`src/hw/rtl/lbp_pkg.sv`:
```
// ----------------------------------------------------------------------------
// lbp_pkg
// Shared types and constants for the LSB-first bit packer.
// ----------------------------------------------------------------------------
`default_nettype none

package lbp_pkg;

  localparam int unsigned DEF_MAX_FIELD_BITS = 64;

  // Field widths fixed by the stream format
  localparam int unsigned CMD_W       = 2;
  localparam int unsigned FVAL_W      = 64;
  localparam int unsigned FWID_W      = 7;
  localparam int unsigned BUF_BYTES_W = 13;
  localparam int unsigned BITS_USED_W = 16;
  localparam int unsigned IN_TDATA_W  = 72;
  localparam int unsigned OUT_TUSER_W = 2;

  localparam logic [BUF_BYTES_W-1:0] BUF_BYTES_RST = 13'd1024;

  // Commands carried on in_tuser
  localparam logic [CMD_W-1:0] CMD_APPEND = 2'd0;
  localparam logic [CMD_W-1:0] CMD_ALIGN  = 2'd1;
  localparam logic [CMD_W-1:0] CMD_FLUSH  = 2'd2;

  typedef enum logic [1:0] {
    ST_IDLE = 2'b01,
    ST_RUN  = 2'b10
  } state_t;

  // One step of the shared byte-assembly unit
  typedef struct packed {
    logic [7:0] data;      // assembled byte
    logic       data_vld;  // a full byte was completed
    logic       done;      // this step ends the current append
    logic [6:0] pbits;     // next partial byte bits
    logic [2:0] pcount;    // next partial bit count
  } step_res_t;

endpackage

`default_nettype wire

```
`src/hw/rtl/lsb_first_bit_packer.sv`:
```
// ----------------------------------------------------------------------------
// lsb_first_bit_packer
// Packs bit fields LSB first into a byte stream bounded by a byte capacity.
// ----------------------------------------------------------------------------
// Input beats carry a command on in_tuser (append, align, flush) and, for
// append, a field value and width on in_tdata. Each input beat yields one to
// eight output beats; out_tlast marks the final one. out_tuser[0] flags a
// stream byte on out_tdata, out_tuser[1] drops low on a rejected append.
// Write the capacity in bytes on cfg_wr_en / cfg_wr_data only while idle.
// Align, flush, unknown, rejected and zero-width beats load their one result
// at the accepting edge and leave the sequencer idle. A nonzero append
// latches the field at the accepting edge; from the RUN state the shared
// step unit then emits one result per cycle while the output is free.
// in_tready is high only when the sequencer is idle and the output is free.
// Reset (rst_n, synchronous, active low) empties the partial byte, clears
// the bit count and restores the capacity to 1024 bytes.
// When out_tready is low the output register holds its beat and the
// sequencer stalls; nothing is dropped.
// ----------------------------------------------------------------------------
`default_nettype none

module lsb_first_bit_packer #(
  parameter int unsigned MAX_FIELD_BITS = lbp_pkg::DEF_MAX_FIELD_BITS
) (
  input  wire logic                               clk,
  input  wire logic                               rst_n,
  // config
  input  wire logic                               cfg_wr_en,
  input  wire logic [lbp_pkg::BUF_BYTES_W-1:0]    cfg_wr_data,  // buffer_bytes
  // input stream
  input  wire logic                               in_tvalid,
  output logic                                    in_tready,
  input  wire logic [lbp_pkg::IN_TDATA_W-1:0]     in_tdata,     // field_value[63:0],
                                                                // field_width[70:64], pad
  input  wire logic [lbp_pkg::CMD_W-1:0]          in_tuser,     // command
  // output stream
  output logic                                    out_tvalid,
  input  wire logic                               out_tready,
  output logic [7:0]                              out_tdata,    // out_byte
  output logic [lbp_pkg::OUT_TUSER_W-1:0]         out_tuser,    // byte_valid, accepted
  output logic                                    out_tlast     // last
);
  import lbp_pkg::*;

  localparam int unsigned WW = $clog2(MAX_FIELD_BITS + 1);

  // Control state
  state_t                  state_r, state_nxt;
  logic [BUF_BYTES_W-1:0]  buf_bytes_r;
  logic [6:0]              pbits_r, pbits_nxt;
  logic [2:0]              pcount_r, pcount_nxt;
  logic [BITS_USED_W-1:0]  bits_used_r, bits_used_nxt;
  logic                    out_valid_r, out_valid_nxt;

  // Working field and output payload
  logic [MAX_FIELD_BITS-1:0] value_r, value_nxt;
  logic [WW-1:0]             width_r, width_nxt;
  logic [7:0]                out_data_r, out_data_nxt;
  logic                      out_bv_r, out_bv_nxt;
  logic                      out_acc_r, out_acc_nxt;
  logic                      out_last_r, out_last_nxt;

  // Input fields
  logic [CMD_W-1:0]  cmd;
  logic [FVAL_W-1:0] fval;
  logic [FWID_W-1:0] fwid;

  assign cmd  = in_tuser;
  assign fval = in_tdata[FVAL_W-1:0];
  assign fwid = in_tdata[FVAL_W +: FWID_W];

  // Capacity check
  logic [BITS_USED_W-1:0]    cap;
  logic [BITS_USED_W-1:0]    left;
  logic [FWID_W-1:0]         wsat;
  logic                      fits;
  logic [MAX_FIELD_BITS-1:0] fmask;

  assign cap   = {buf_bytes_r, 3'b000};
  assign left  = (bits_used_r < cap) ? (cap - bits_used_r) : '0;
  assign wsat  = (fwid > FWID_W'(MAX_FIELD_BITS)) ? FWID_W'(MAX_FIELD_BITS) : fwid;
  assign fits  = (BITS_USED_W'(wsat) <= left);
  assign fmask = ~({MAX_FIELD_BITS{1'b1}} << wsat);

  // Handshakes
  logic out_free;
  logic in_fire;

  assign out_free  = !out_valid_r || out_tready;
  assign in_tready = (state_r == ST_IDLE) && out_free;
  assign in_fire   = in_tvalid && in_tready;

  // Shared step unit
  step_res_t                 step;
  logic [MAX_FIELD_BITS-1:0] step_value;
  logic [WW-1:0]             step_width;

  lbp_step_unit #(
    .MAX_FIELD_BITS (MAX_FIELD_BITS),
    .WW             (WW)
  ) u_step (
    .value     (value_r),
    .width     (width_r),
    .pbits     (pbits_r),
    .pcount    (pcount_r),
    .res       (step),
    .value_nxt (step_value),
    .width_nxt (step_width)
  );

  always_comb begin
    state_nxt     = state_r;
    pbits_nxt     = pbits_r;
    pcount_nxt    = pcount_r;
    bits_used_nxt = bits_used_r;
    value_nxt     = value_r;
    width_nxt     = width_r;
    out_valid_nxt = out_valid_r && !out_tready;
    out_data_nxt  = out_data_r;
    out_bv_nxt    = out_bv_r;
    out_acc_nxt   = out_acc_r;
    out_last_nxt  = out_last_r;

    case (state_r)
      ST_IDLE: begin
        if (in_fire) begin
          // default: an empty, accepted, final beat
          out_valid_nxt = 1'b1;
          out_data_nxt  = '0;
          out_bv_nxt    = 1'b0;
          out_acc_nxt   = 1'b1;
          out_last_nxt  = 1'b1;
          case (cmd)
            CMD_APPEND: begin
              if (!fits) begin
                out_acc_nxt = 1'b0;
              end else begin
                bits_used_nxt = bits_used_r + BITS_USED_W'(wsat);
                if (wsat != '0) begin
                  // hand the field to the step unit; results come from RUN
                  out_valid_nxt = 1'b0;
                  value_nxt     = fval[MAX_FIELD_BITS-1:0] & fmask;
                  width_nxt     = WW'(wsat);
                  state_nxt     = ST_RUN;
                end
              end
            end
            CMD_ALIGN, CMD_FLUSH: begin
              if (pcount_r != '0) begin
                bits_used_nxt = bits_used_r + BITS_USED_W'(4'd8 - {1'b0, pcount_r});
                out_data_nxt  = {1'b0, pbits_r};
                out_bv_nxt    = 1'b1;
                pbits_nxt     = '0;
                pcount_nxt    = '0;
              end
            end
            default: begin
            end
          endcase
        end
      end
      ST_RUN: begin
        if (out_free) begin
          out_valid_nxt = 1'b1;
          out_data_nxt  = step.data;
          out_bv_nxt    = step.data_vld;
          out_acc_nxt   = 1'b1;
          out_last_nxt  = step.done;
          pbits_nxt     = step.pbits;
          pcount_nxt    = step.pcount;
          value_nxt     = step_value;
          width_nxt     = step_width;
          if (step.done) begin
            state_nxt = ST_IDLE;
          end
        end
      end
      default: begin
        state_nxt = ST_IDLE;
      end
    endcase
  end

  always_ff @(posedge clk) begin
    if (!rst_n) begin
      state_r     <= ST_IDLE;
      buf_bytes_r <= BUF_BYTES_RST;
      pbits_r     <= '0;
      pcount_r    <= '0;
      bits_used_r <= '0;
      out_valid_r <= 1'b0;
    end else begin
      state_r     <= state_nxt;
      pbits_r     <= pbits_nxt;
      pcount_r    <= pcount_nxt;
      bits_used_r <= bits_used_nxt;
      out_valid_r <= out_valid_nxt;
      if (cfg_wr_en) begin
        buf_bytes_r <= cfg_wr_data;
      end
    end
  end

  // Payload: no reset
  always_ff @(posedge clk) begin
    value_r    <= value_nxt;
    width_r    <= width_nxt;
    out_data_r <= out_data_nxt;
    out_bv_r   <= out_bv_nxt;
    out_acc_r  <= out_acc_nxt;
    out_last_r <= out_last_nxt;
  end

  assign out_tvalid = out_valid_r;
  assign out_tdata  = out_data_r;
  assign out_tuser  = {out_acc_r, out_bv_r};
  assign out_tlast  = out_last_r;

endmodule

`default_nettype wire

```
`src/hw/rtl/lbp_step_unit.sv`:
```
// ----------------------------------------------------------------------------
// lbp_step_unit
// Byte-assembly step: merges the partial byte with the next field bits,
// completes at most one byte and shifts the remaining field down.
// ----------------------------------------------------------------------------
`default_nettype none

module lbp_step_unit #(
  parameter int unsigned MAX_FIELD_BITS = lbp_pkg::DEF_MAX_FIELD_BITS,
  parameter int unsigned WW             = $clog2(MAX_FIELD_BITS + 1)
) (
  input  wire logic [MAX_FIELD_BITS-1:0] value,
  input  wire logic [WW-1:0]             width,
  input  wire logic [6:0]                pbits,
  input  wire logic [2:0]                pcount,
  output lbp_pkg::step_res_t             res,
  output logic      [MAX_FIELD_BITS-1:0] value_nxt,
  output logic      [WW-1:0]             width_nxt
);
  import lbp_pkg::*;

  logic [3:0]    take;
  logic [WW-1:0] take_ext;
  logic [WW-1:0] rem;

  assign take     = 4'd8 - {1'b0, pcount};
  assign take_ext = WW'(take);
  assign rem      = width - take_ext;

  always_comb begin
    res       = '0;
    value_nxt = value;
    width_nxt = width;
    if (width >= take_ext) begin
      // complete a byte; close out the append when fewer than 8 bits remain
      res.data     = {1'b0, pbits} | 8'(value[7:0] << pcount);
      res.data_vld = 1'b1;
      value_nxt    = value >> take;
      width_nxt    = rem;
      res.done     = (rem < WW'(8));
      if (res.done) begin
        res.pbits  = value_nxt[6:0];
        res.pcount = rem[2:0];
      end
    end else begin
      // field fits in the partial byte
      res.done   = 1'b1;
      res.pbits  = pbits | 7'(value[6:0] << pcount);
      res.pcount = pcount + width[2:0];
    end
  end

endmodule

`default_nettype wire

```
`config.mk`:
```
export PLATFORM = sky130hd
export DESIGN_NAME = lsb_first_bit_packer
export DESIGN_NICKNAME = d
export VERILOG_FILES = /design/src/hw/rtl/lbp_pkg.sv /design/src/hw/rtl/lsb_first_bit_packer.sv /design/src/hw/rtl/lbp_step_unit.sv
export SDC_FILE = /design/constraint.sdc
export NUM_CORES = 1
export LEC_CHECK = 0
export BUFFER_PORTS_ARGS = -buffer_cell sky130_fd_sc_hd__buf_4
export CELL_PAD_IN_SITES_DETAIL_PLACEMENT = 0
export CELL_PAD_IN_SITES_GLOBAL_PLACEMENT = 1
export CORE_ASPECT_RATIO = 2
export CORE_MARGIN = 3
export CORE_UTILIZATION = 50
export CTS_BUF_LIST = sky130_fd_sc_hd__clkbuf_16
export CTS_CLUSTER_DIAMETER = 40
export CTS_CLUSTER_SIZE = 14
export DETAILED_ROUTE_END_ITERATION = 8
export GPL_TIMING_DRIVEN = 0
export HOLD_SLACK_MARGIN = 0.12
export PLACE_DENSITY = 0.88
export SYNTH_ARGS = -nofsm -noshare
export SYNTH_HDL_FRONTEND = slang
export SYNTH_SLANG_ARGS = --single-unit
```
`constraint.sdc`:
```
create_clock -name clk -period 24.2 [get_ports clk]
set_input_delay 0 -clock clk [delete_from_list [all_inputs] [get_ports clk]]
set_output_delay 0 -clock clk [all_outputs]
set_load 0.05 [all_outputs]
```
==> out/qor.yml, run 1 <==
placed_design:
  hpwl_mm: 34.4
  post-place-cells: 1554
  place.gp.congestion: 1.03
  place.port_buffers: 100
worst_setup_path:
  timing.critical_path.to_type: "register"
  startpoint_type: "register"
  crit_slowest_cell: "sky130_fd_sc_hd__a2111oi_0"
  crit_fanout: 30
  critPathRequiredTime_ns: 24.39
  worstSetupPathType: "reg -> reg"
  cp_slowest_stage_delay_ns: 1.00
  timing.critical_path.max_delay_family: "buffers and inverters"
  path_cells: "buf_2, clkinv_1, clkbuf_1, ha_1, buf_1, clkbuf_1, buf_1, inv_1, ha_1, a21oi_1, o21bai_1, a2111oi_0, nand2_1, o211ai_1, a21oi_4, buf_12, buf_12"
  crit_arrival_ns: 7.59
  worst-path-buf-inv: 9
global_routing:
  grt_remaining_overflow: 0
  number_of_global_route_vias_before_repair: 11684
  grt_pass1_wl_mm: 69.3
  grt_max_degree: 31
  antenna_violations_before_repair: 2
  track_usage: 0.418
yosys:
  synthDominantAreaCellType: "sky130_fd_sc_hd__edfxtp_1"
  post_synth_inst_count: 1186
  yosysMostFrequentCell: "sky130_fd_sc_hd__nand2_1"
  synth_nets: 1319
  synth_sequential_area_ratio: 0.314
  synth.lib_cells_used.distinct: 79
  netlist_top_cells_count: "sky130_fd_sc_hd__nand2_1, sky130_fd_sc_hd__o21ai_0, sky130_fd_sc_hd__edfxtp_1"
  post_synthesis_async_set_or_reset_flop_share: 0
  synth-seq-cells: 124
  yosysTopAreaCellShare: 0.234
  post_synth_instance_area_um2: 10500
  dominantRegCellSynth: "sky130_fd_sc_hd__edfxtp_1"
  synth_enable_flop_cells: 82
  netlist_top_cells_area: "sky130_fd_sc_hd__edfxtp_1, sky130_fd_sc_hd__mux4_2, sky130_fd_sc_hd__dfxtp_1"
  synth.yosys.warnings: 0
  syn_area_per_cell_um2: 8.86
power:
  pwr-share-seq: 0.338
  comb_power_share: 0.354
  post-layout-total-power_uw: 812
  pwr-share-clk: 0.308
  p_per_area_nw_per_um2: 61.9
  power.leakage_uw: 0.00506
  netSwitchingPower_uw: 305
  cell_internal_pwr_uw: 507
  power.share.switching: 0.375
  worst_ir_drop_vdd_mv: 0.0556
detailed_routing:
  ant_nets: 0
  firstDrtPassIters: 6
  routed_via_density: 6.71
  via_count: 11254
  route.detailed.wl_per_inst_um: 27.9
  initial_drc_count: 1183
  drc_errors: 0
  wirelength_mm: 46.7
cells_and_area:
  insertedDiodeCount: 0
  fin_nets: 1532
  post_route_cells_drive_above_1_share: 0.148
  stdcell_count: 1678
  utilization: 0.638
  flow.area_growth_from_synthesis_pct: 24.9
hold_path:
  hold_class: "in -> reg"
sta:
  drv_slew: 0
  finalCriticalPeriod_ns: 7.40
  setup-tns-final_ns: 0
  skew_ns: 0.00910
  achievable-frequency_ghz: 0.135
  worst_pin_slew_ns: 1.39
  report.final.hold_viol_count: 0
  min_period_over_period: 0.306
  timing.max_slew.rel_slack: 0.0670
  timing.hold.ws_ns: 0.154
  rsz0062_at_grt: "false"
  report.final.setup_viol: 0
floorplanning:
  fp.coreArea_um2: 20600
  floorplan.die.height_um: 211
  initial_core_util: 0.511
  die_area_um2: 22900
  die_width_um: 109
  io-pin-count: 105
  floorplan.rows: 74
job:
  drv_cap: 0
cts:
  cts_htree_levels: 4
  tritoncts_num_sinks: 124
  cts_tree: "yes"
  post_cts_buffers: 0
  clock_pin_slew_of_the_registers_on_the_worst_case_setup_and_hold_paths_ns: 0.06
  clkLatencyLatePin_ns: 0.45
  cts.root.buffer_cell: "sky130_fd_sc_hd__clkbuf_16"
  cts_max_path_buffers: 2
  cts-buffers-inserted: 17
outcome:
  run_status: "finished, final reports clean"
-- area by class of cell --
class | instances | area (um2)
multi-input combinational | 924 | 6670
clock inverter | 13 | 83.8
sequential | 124 | 3300
clock buffer | 19 | 475
tap | 266 | 333
timing repair buffer | 194 | 1710
fill | 1824 | 7430
buffer | 89 | 358
inverter | 49 | 184
-- timing repair --
item | CTS | global route
hold endpoints to repair | 83 | 0
gates resized for setup | 0 | 0
hold buffers | 92 | 0
-- final timing paths --
check	start	endpoint	slack (ns)	cells after the start
setup / recovery	pcount_r[0]	value_r[39]	16.80	17
hold reg to reg	pbits_r[2]	pbits_r[2]	0.46	2
setup reg to reg	pcount_r[0]	value_r[39]	16.80	17
hold / removal	in_tdata[17]	value_r[17]	0.15	3
-- logic make-up (layout without fill, tap and decap cells) --
logic type / Yosys count / count (layout) / share of synthesized area
fa+ha+maj: 41 / 41 / 0.0510
mux: 132 / 132 / 0.185
flops: 124 / 124 / 0.314
compound gates: 327 / 327 / 0.204
buf+inv: 138 / 364 / 0.0516
simple gates: 402 / 402 / 0.176
xor+xnor: 22 / 22 / 0.0183
-- cell usage in the layout, fill, tap and decap left out, drive strengths merged, types with 42 or more instances in the layout --
cell type	synthesis	layout
mux4	49	49
clkbuf	64	83
nor2	80	80
nand2	176	176
inv	45	53
edfxtp	82	82
mux2i	78	78
o21ai	97	97
dfxtp	42	42
nand3	42	42
dlygate4sd3	0	92
buf	25	127
a21oi	82	82
-- state kept, by name (all words and copies together), names as in the netlist --
signal / count
out_bv_r: 1
pbits_r: 7
out_tlast: 1
out_tdata: 8
width_r: 7
bits_used_r: 16
pcount_r: 3
state_r: 2
value_r: 64
out_tvalid: 1
buf_bytes_r: 13
out_acc_r: 1
-- worst register-to-register path, stage by stage (launching register included) --
cell and delay (ns):
sky130_fd_sc_hd__dfxtp_1 0.37, sky130_fd_sc_hd__buf_2 0.27, sky130_fd_sc_hd__clkinv_1 0.27, sky130_fd_sc_hd__clkbuf_1 0.38, sky130_fd_sc_hd__ha_1 0.50, sky130_fd_sc_hd__buf_1 0.42
sky130_fd_sc_hd__clkbuf_1 0.74, sky130_fd_sc_hd__buf_1 0.86, sky130_fd_sc_hd__inv_1 0.29, sky130_fd_sc_hd__ha_1 0.38, sky130_fd_sc_hd__a21oi_1 0.13, sky130_fd_sc_hd__o21bai_1 0.17
sky130_fd_sc_hd__a2111oi_0 1.00, sky130_fd_sc_hd__nand2_1 0.44, sky130_fd_sc_hd__o211ai_1 0.27, sky130_fd_sc_hd__a21oi_4 0.18, sky130_fd_sc_hd__buf_12 0.26, sky130_fd_sc_hd__buf_12 0.19
-- power groups by stage --
stage | sequential, uW | combinational [uW] | clock, uW
after floorplan | 276 | 168 | 0
after global placement | 280 | 256 | 0
after detailed placement | 277 | 260 | 0
after CTS | 273 | 275 | 251
after global routing | 276 | 305 | 259
final | 274 | 287 | 250
-- layer usage --
metal  vias up  routed length [um]  track usage
met5         -                  20            0
met4         2                5640        0.423
met3       316                4140        0.118
met2       811               22600        0.688
met1      5237               14400        0.398
li1       4888                   -            -
-- through the flow --
| step | area [um2] | setup WS [ns] |
|---|---|---|
| after detailed placement | 11600 | 17.01 |
| final | 13100 | 16.80 |
| after CTS | 13100 | 17.01 |
| after global placement | 11600 | 12.73 |
| after global routing | 13100 | 16.55 |
| after floorplan | 10500 | 16.47 |
(Power assumes the default switching activity.)
==> run 2: changes to the inputs <==
- ABC_AREA: default -> 1
- CORE_UTILIZATION: 50 -> 43
- PLACE_DENSITY: 0.88 -> 0.82
- clock period: 24.2 -> 7.1 ns (I/O delays scaled with it)
==> out/qor.yml, run 2 <==
worst_setup_path:
  reg2reg_to: "value_r[39]"  # unchanged
  crit_slowest_cell: "sky130_fd_sc_hd__clkbuf_1"  # was sky130_fd_sc_hd__a2111oi_0
  timing.critical_path.max_delay_family: "buffers and inverters"  # unchanged
  cp_slowest_stage_delay_ns: 0.75  # was 1.00 ns
  startpoint_type: "register"  # unchanged
  crit_fanout: 68  # was 30
  path_cells: "clkinv_1, clkbuf_1, buf_1, ha_1, ha_1, clkbuf_1, inv_1, clkbuf_1, clkbuf_1, ha_1, a21oi_1, nand2_1, nand2_1, nand3_1, nor2_1, inv_1, nand4_1, inv_4, buf_16"  # was buf_2, clkinv_1, clkbuf_1, ha_1, buf_1, clkbuf_1, buf_1, inv_1, ha_1, a21oi_1, o21bai_1, a2111oi_0, nand2_1, o211ai_1, a21oi_4, buf_12, buf_12
  timing.critical_path.to_type: "register"  # unchanged
  crit_arrival_ns: 6.70  # was 7.59 ns
  reg2reg_from: "pcount_r[0]"  # unchanged
  reg2regPathDepth: 19  # was 17
  worstSetupPathType: "reg -> reg"  # unchanged
  r2r_slack_ns: 0.55  # was 16.80 ns
  wp_depth: 19  # was 17
  critPathRequiredTime_ns: 7.25  # was 24.39 ns
  critical-path-top-cell-by-count: "sky130_fd_sc_hd__clkbuf_1"
  worst-path-buf-inv: 10  # was 9
power:
  power.leakage_uw: 0.00571  # was 0.00506 uW
  p_per_area_nw_per_um2: 369  # was 61.9 nW/um2
  worst_ir_drop_vdd_mv: 0.302  # was 0.0556 mV
floorplanning:
  floorplan.rows: 79  # was 74
  floorplan.die.height_um: 225  # was 211 um
  fp.coreArea_um2: 23400  # was 20600 um2
  die_area_um2: 25900  # was 22900 um2
  initial_core_util: 0.439  # was 0.511
  io-pin-count: 105  # unchanged
  die_width_um: 115  # was 109 um
cts:
  cts_resized: 0  # unchanged
  cts_htree_levels: 4  # unchanged
  cts-buffers-inserted: 17  # unchanged
  tritoncts_num_sinks: 124  # unchanged
  clock_pin_slew_of_the_registers_on_the_worst_case_setup_and_hold_paths_ns: 0.07  # was 0.06 ns
  cts.hold.buffers_added: 92  # unchanged
  clkLatencyLatePin_ns: 0.45  # about the same
  post_cts_buffers: 0  # unchanged
  cts_max_path_buffers: 2  # unchanged
  cts.root.buffer_cell: "sky130_fd_sc_hd__clkbuf_16"  # unchanged
  cts_tree: "yes"  # unchanged
sta:
  final.setup.worst_slack_ns: 0.553  # was 16.80 ns
  report.final.hold_viol_count: 0  # unchanged
  report.final.setup_viol: 0  # unchanged
  finalCriticalPeriod_ns: 6.55  # was 7.40 ns
  min_period_over_period: 0.922  # was 0.306
  rsz0062_at_grt: "false"  # unchanged
  skew_ns: 0.00698  # was 0.00910 ns
  setup-tns-final_ns: 0  # unchanged
  achievable-frequency_ghz: 0.153  # was 0.135 GHz
  drv_slew: 0  # unchanged
  timing.max_slew.rel_slack: 0.335  # was 0.0670
  worst_pin_slew_ns: 0.997  # was 1.39 ns
yosys:
  combinational_family_with_the_most_area_after_synthesis: "simple AND/OR/NAND/NOR gates"  # was compound AO/OA/AOI/OAI gates
  yosysMostFrequentCell: "sky130_fd_sc_hd__nand2_1"  # unchanged
  yosys.area_share.xor_xnor: 0.0162  # was 0.0183
  post_synthesis_async_set_or_reset_flop_share: 0  # unchanged
  post_synth_simple_gate_area: 0.320  # was 0.176
  synth_nets: 1673  # was 1319
  synth_enable_flop_cells: 82  # unchanged
  synth.yosys.warnings: 0  # unchanged
  netlist_top_cells_area: "sky130_fd_sc_hd__edfxtp_1, sky130_fd_sc_hd__nand2_1, sky130_fd_sc_hd__o21ai_0"  # was sky130_fd_sc_hd__edfxtp_1, sky130_fd_sc_hd__mux4_2, sky130_fd_sc_hd__dfxtp_1
  yosysTopAreaCellShare: 0.239  # was 0.234
  synth_compound_area_frac: 0.195  # was 0.204
  synth.mux.area_fraction: 0.00486  # was 0.185
  synth.lib_cells_used.distinct: 53  # was 79
  netlist_top_cells_count: "sky130_fd_sc_hd__nand2_1, sky130_fd_sc_hd__o21ai_0, sky130_fd_sc_hd__inv_1"  # was sky130_fd_sc_hd__nand2_1, sky130_fd_sc_hd__o21ai_0, sky130_fd_sc_hd__edfxtp_1
  synth_sequential_area_ratio: 0.321  # was 0.314
  dominantRegCellSynth: "sky130_fd_sc_hd__edfxtp_1"  # unchanged
  synthDominantAreaCellType: "sky130_fd_sc_hd__edfxtp_1"  # unchanged
  synth_adder_area_share: 0.0520  # was 0.0510
  post_synth_inst_count: 1540  # was 1186
  post_synth_instance_area_um2: 10300  # was 10500 um2
  synth-seq-cells: 124  # unchanged
  syn_area_per_cell_um2: 6.68  # was 8.86 um2
hold_path:
  hold-path-cell-count: 5  # was 3
  timing.hold.worst.start: "in_tdata[68]"  # was in_tdata[17]
  hold_class: "in -> reg"  # unchanged
  hold_end: "value_r[42]"  # was value_r[17]
cells_and_area:
  insertedDiodeCount: 0  # unchanged
  fin_nets: 1886  # was 1532
  register_name_with_the_most_flops: "value_r"  # unchanged
  biggestRegsByFlops: "value_r x64, bits_used_r x16, buf_bytes_r x13"  # unchanged
  post_route_cells_drive_above_1_share: 0.116  # was 0.148
  flip_flop_count_of_the_largest_register_all_copies_and_words_added: 64  # unchanged
  flow.area_growth_from_synthesis_pct: 26.2  # was 24.9%
  final_design_area_no_fill_um2: 13000  # was 13100 um2
  layout.cells.most_common_list: "sky130_fd_sc_hd__nand2_1, sky130_fd_sc_hd__o21ai_0, sky130_fd_sc_hd__inv_1, sky130_fd_sc_hd__nand3_1, sky130_fd_sc_hd__nor2_1"  # was sky130_fd_sc_hd__nand2_1, sky130_fd_sc_hd__buf_4, sky130_fd_sc_hd__dlygate4sd3_1, sky130_fd_sc_hd__o21ai_0, sky130_fd_sc_hd__edfxtp_1
  mostFrequentLayoutCell: "sky130_fd_sc_hd__nand2_1"  # unchanged
placed_design:
  dpl-instance-area_um2: 11400  # was 11600 um2
  hpwl_mm: 37.0  # was 34.4 mm
  place.gp.congestion: 1.06  # was 1.03
  place.port_buffers: 101  # was 100
  place_ws_ns: 0.672  # was 17.01 ns
job:
  drv_cap: 0  # unchanged
global_routing:
  number_of_global_route_vias_before_repair: 11925  # was 11.7k
  antenna_violations_before_repair: 0  # was 2
  grt_pass1_wl_mm: 69.0  # was 69.3 mm
  grt_remaining_overflow: 0  # unchanged
  grt_max_degree: 69  # was 31
  track_usage: 0.365  # was 0.418
detailed_routing:
  routed_via_density: 5.81  # was 6.71
  wirelength_mm: 47.4  # was 46.7 mm
  drc_errors: 0  # unchanged
  route.detailed.wl_per_inst_um: 23.1  # was 27.9 um
  ant_nets: 0  # unchanged
  via_count: 11905  # was 11.3k
  firstDrtPassIters: 6  # unchanged
  initial_drc_count: 1002  # was 1183
outcome:
  run_status: "finished, final reports clean"  # unchanged
-- run 2: worst max path at each step --
stage,slack [ns],endpoint,start
after floorplan,1.95,value_r[0],pcount_r[0]
after global placement,-0.85,value_r[43],pcount_r[0]
after detailed placement,0.67,value_r[48],pcount_r[0]
after CTS,0.63,value_r[52],pcount_r[0]
after global routing,0.23,value_r[40],pcount_r[0]
final,0.55,value_r[39],pcount_r[0]
-- run 2: through the flow --
step	cells	hold slack, ns	total power (uW)	utilization
3_5_place_dp	1925	0.224	3700	0.488
5_1_grt	2049	0.152	5050	0.554
6_report	2049	0.155	4790	0.554
3_3_place_gp	1924	0.213	3700	0.487
4_1_cts	2049	0.138	4730	0.554
2_1_floorplan	1540	0.126	2800	-
-- run 2: cell type report --
type,count,area [um2]
Buffer,73,312
Multi-Input combinational cell,1180,6060
Inverter,163,619
Clock inverter,15,211
Timing Repair Buffer,194,1710
Sequential cell,124,3300
Clock buffer,17,425
Fill cell,2366,10400
Tap cell,283,354
-- run 2: tightest hold or removal path, cell delays in order --
cell and delay (ns):
sky130_fd_sc_hd__buf_4 0.13, sky130_fd_sc_hd__nor2_2 0.06, sky130_fd_sc_hd__nand2_1 0.11, sky130_fd_sc_hd__nand3_1 0.10, sky130_fd_sc_hd__nand3_1 0.10
-- run 2: metal layers --
layer  track usage  up-vias  routed length, um
li1              -     5627                  -
met1         0.337     5494              15200
met2         0.638      555              23700
met3        0.0700      229               2780
met4         0.362        0               5700
met5             0        -                  0
-- run 2: power breakdown --
group	total (uW)	internal [uW]	switching [uW]
logic	2600	732	1870
clock network	974	595	380
registers	1220	1080	134
total	4790	2410	2380
-- run 2: logic make-up (layout without fill, tap and decap cells) --
kind of cell,Yosys count,count (layout)
buffers and inverters,236,462
AND/OR/NAND/NOR,777,777
XOR/XNOR,19,19
adder cells (fa/ha/maj),41,41
multiplexers,5,5
AO/OA/AOI/OAI,338,338
flip-flops,124,124
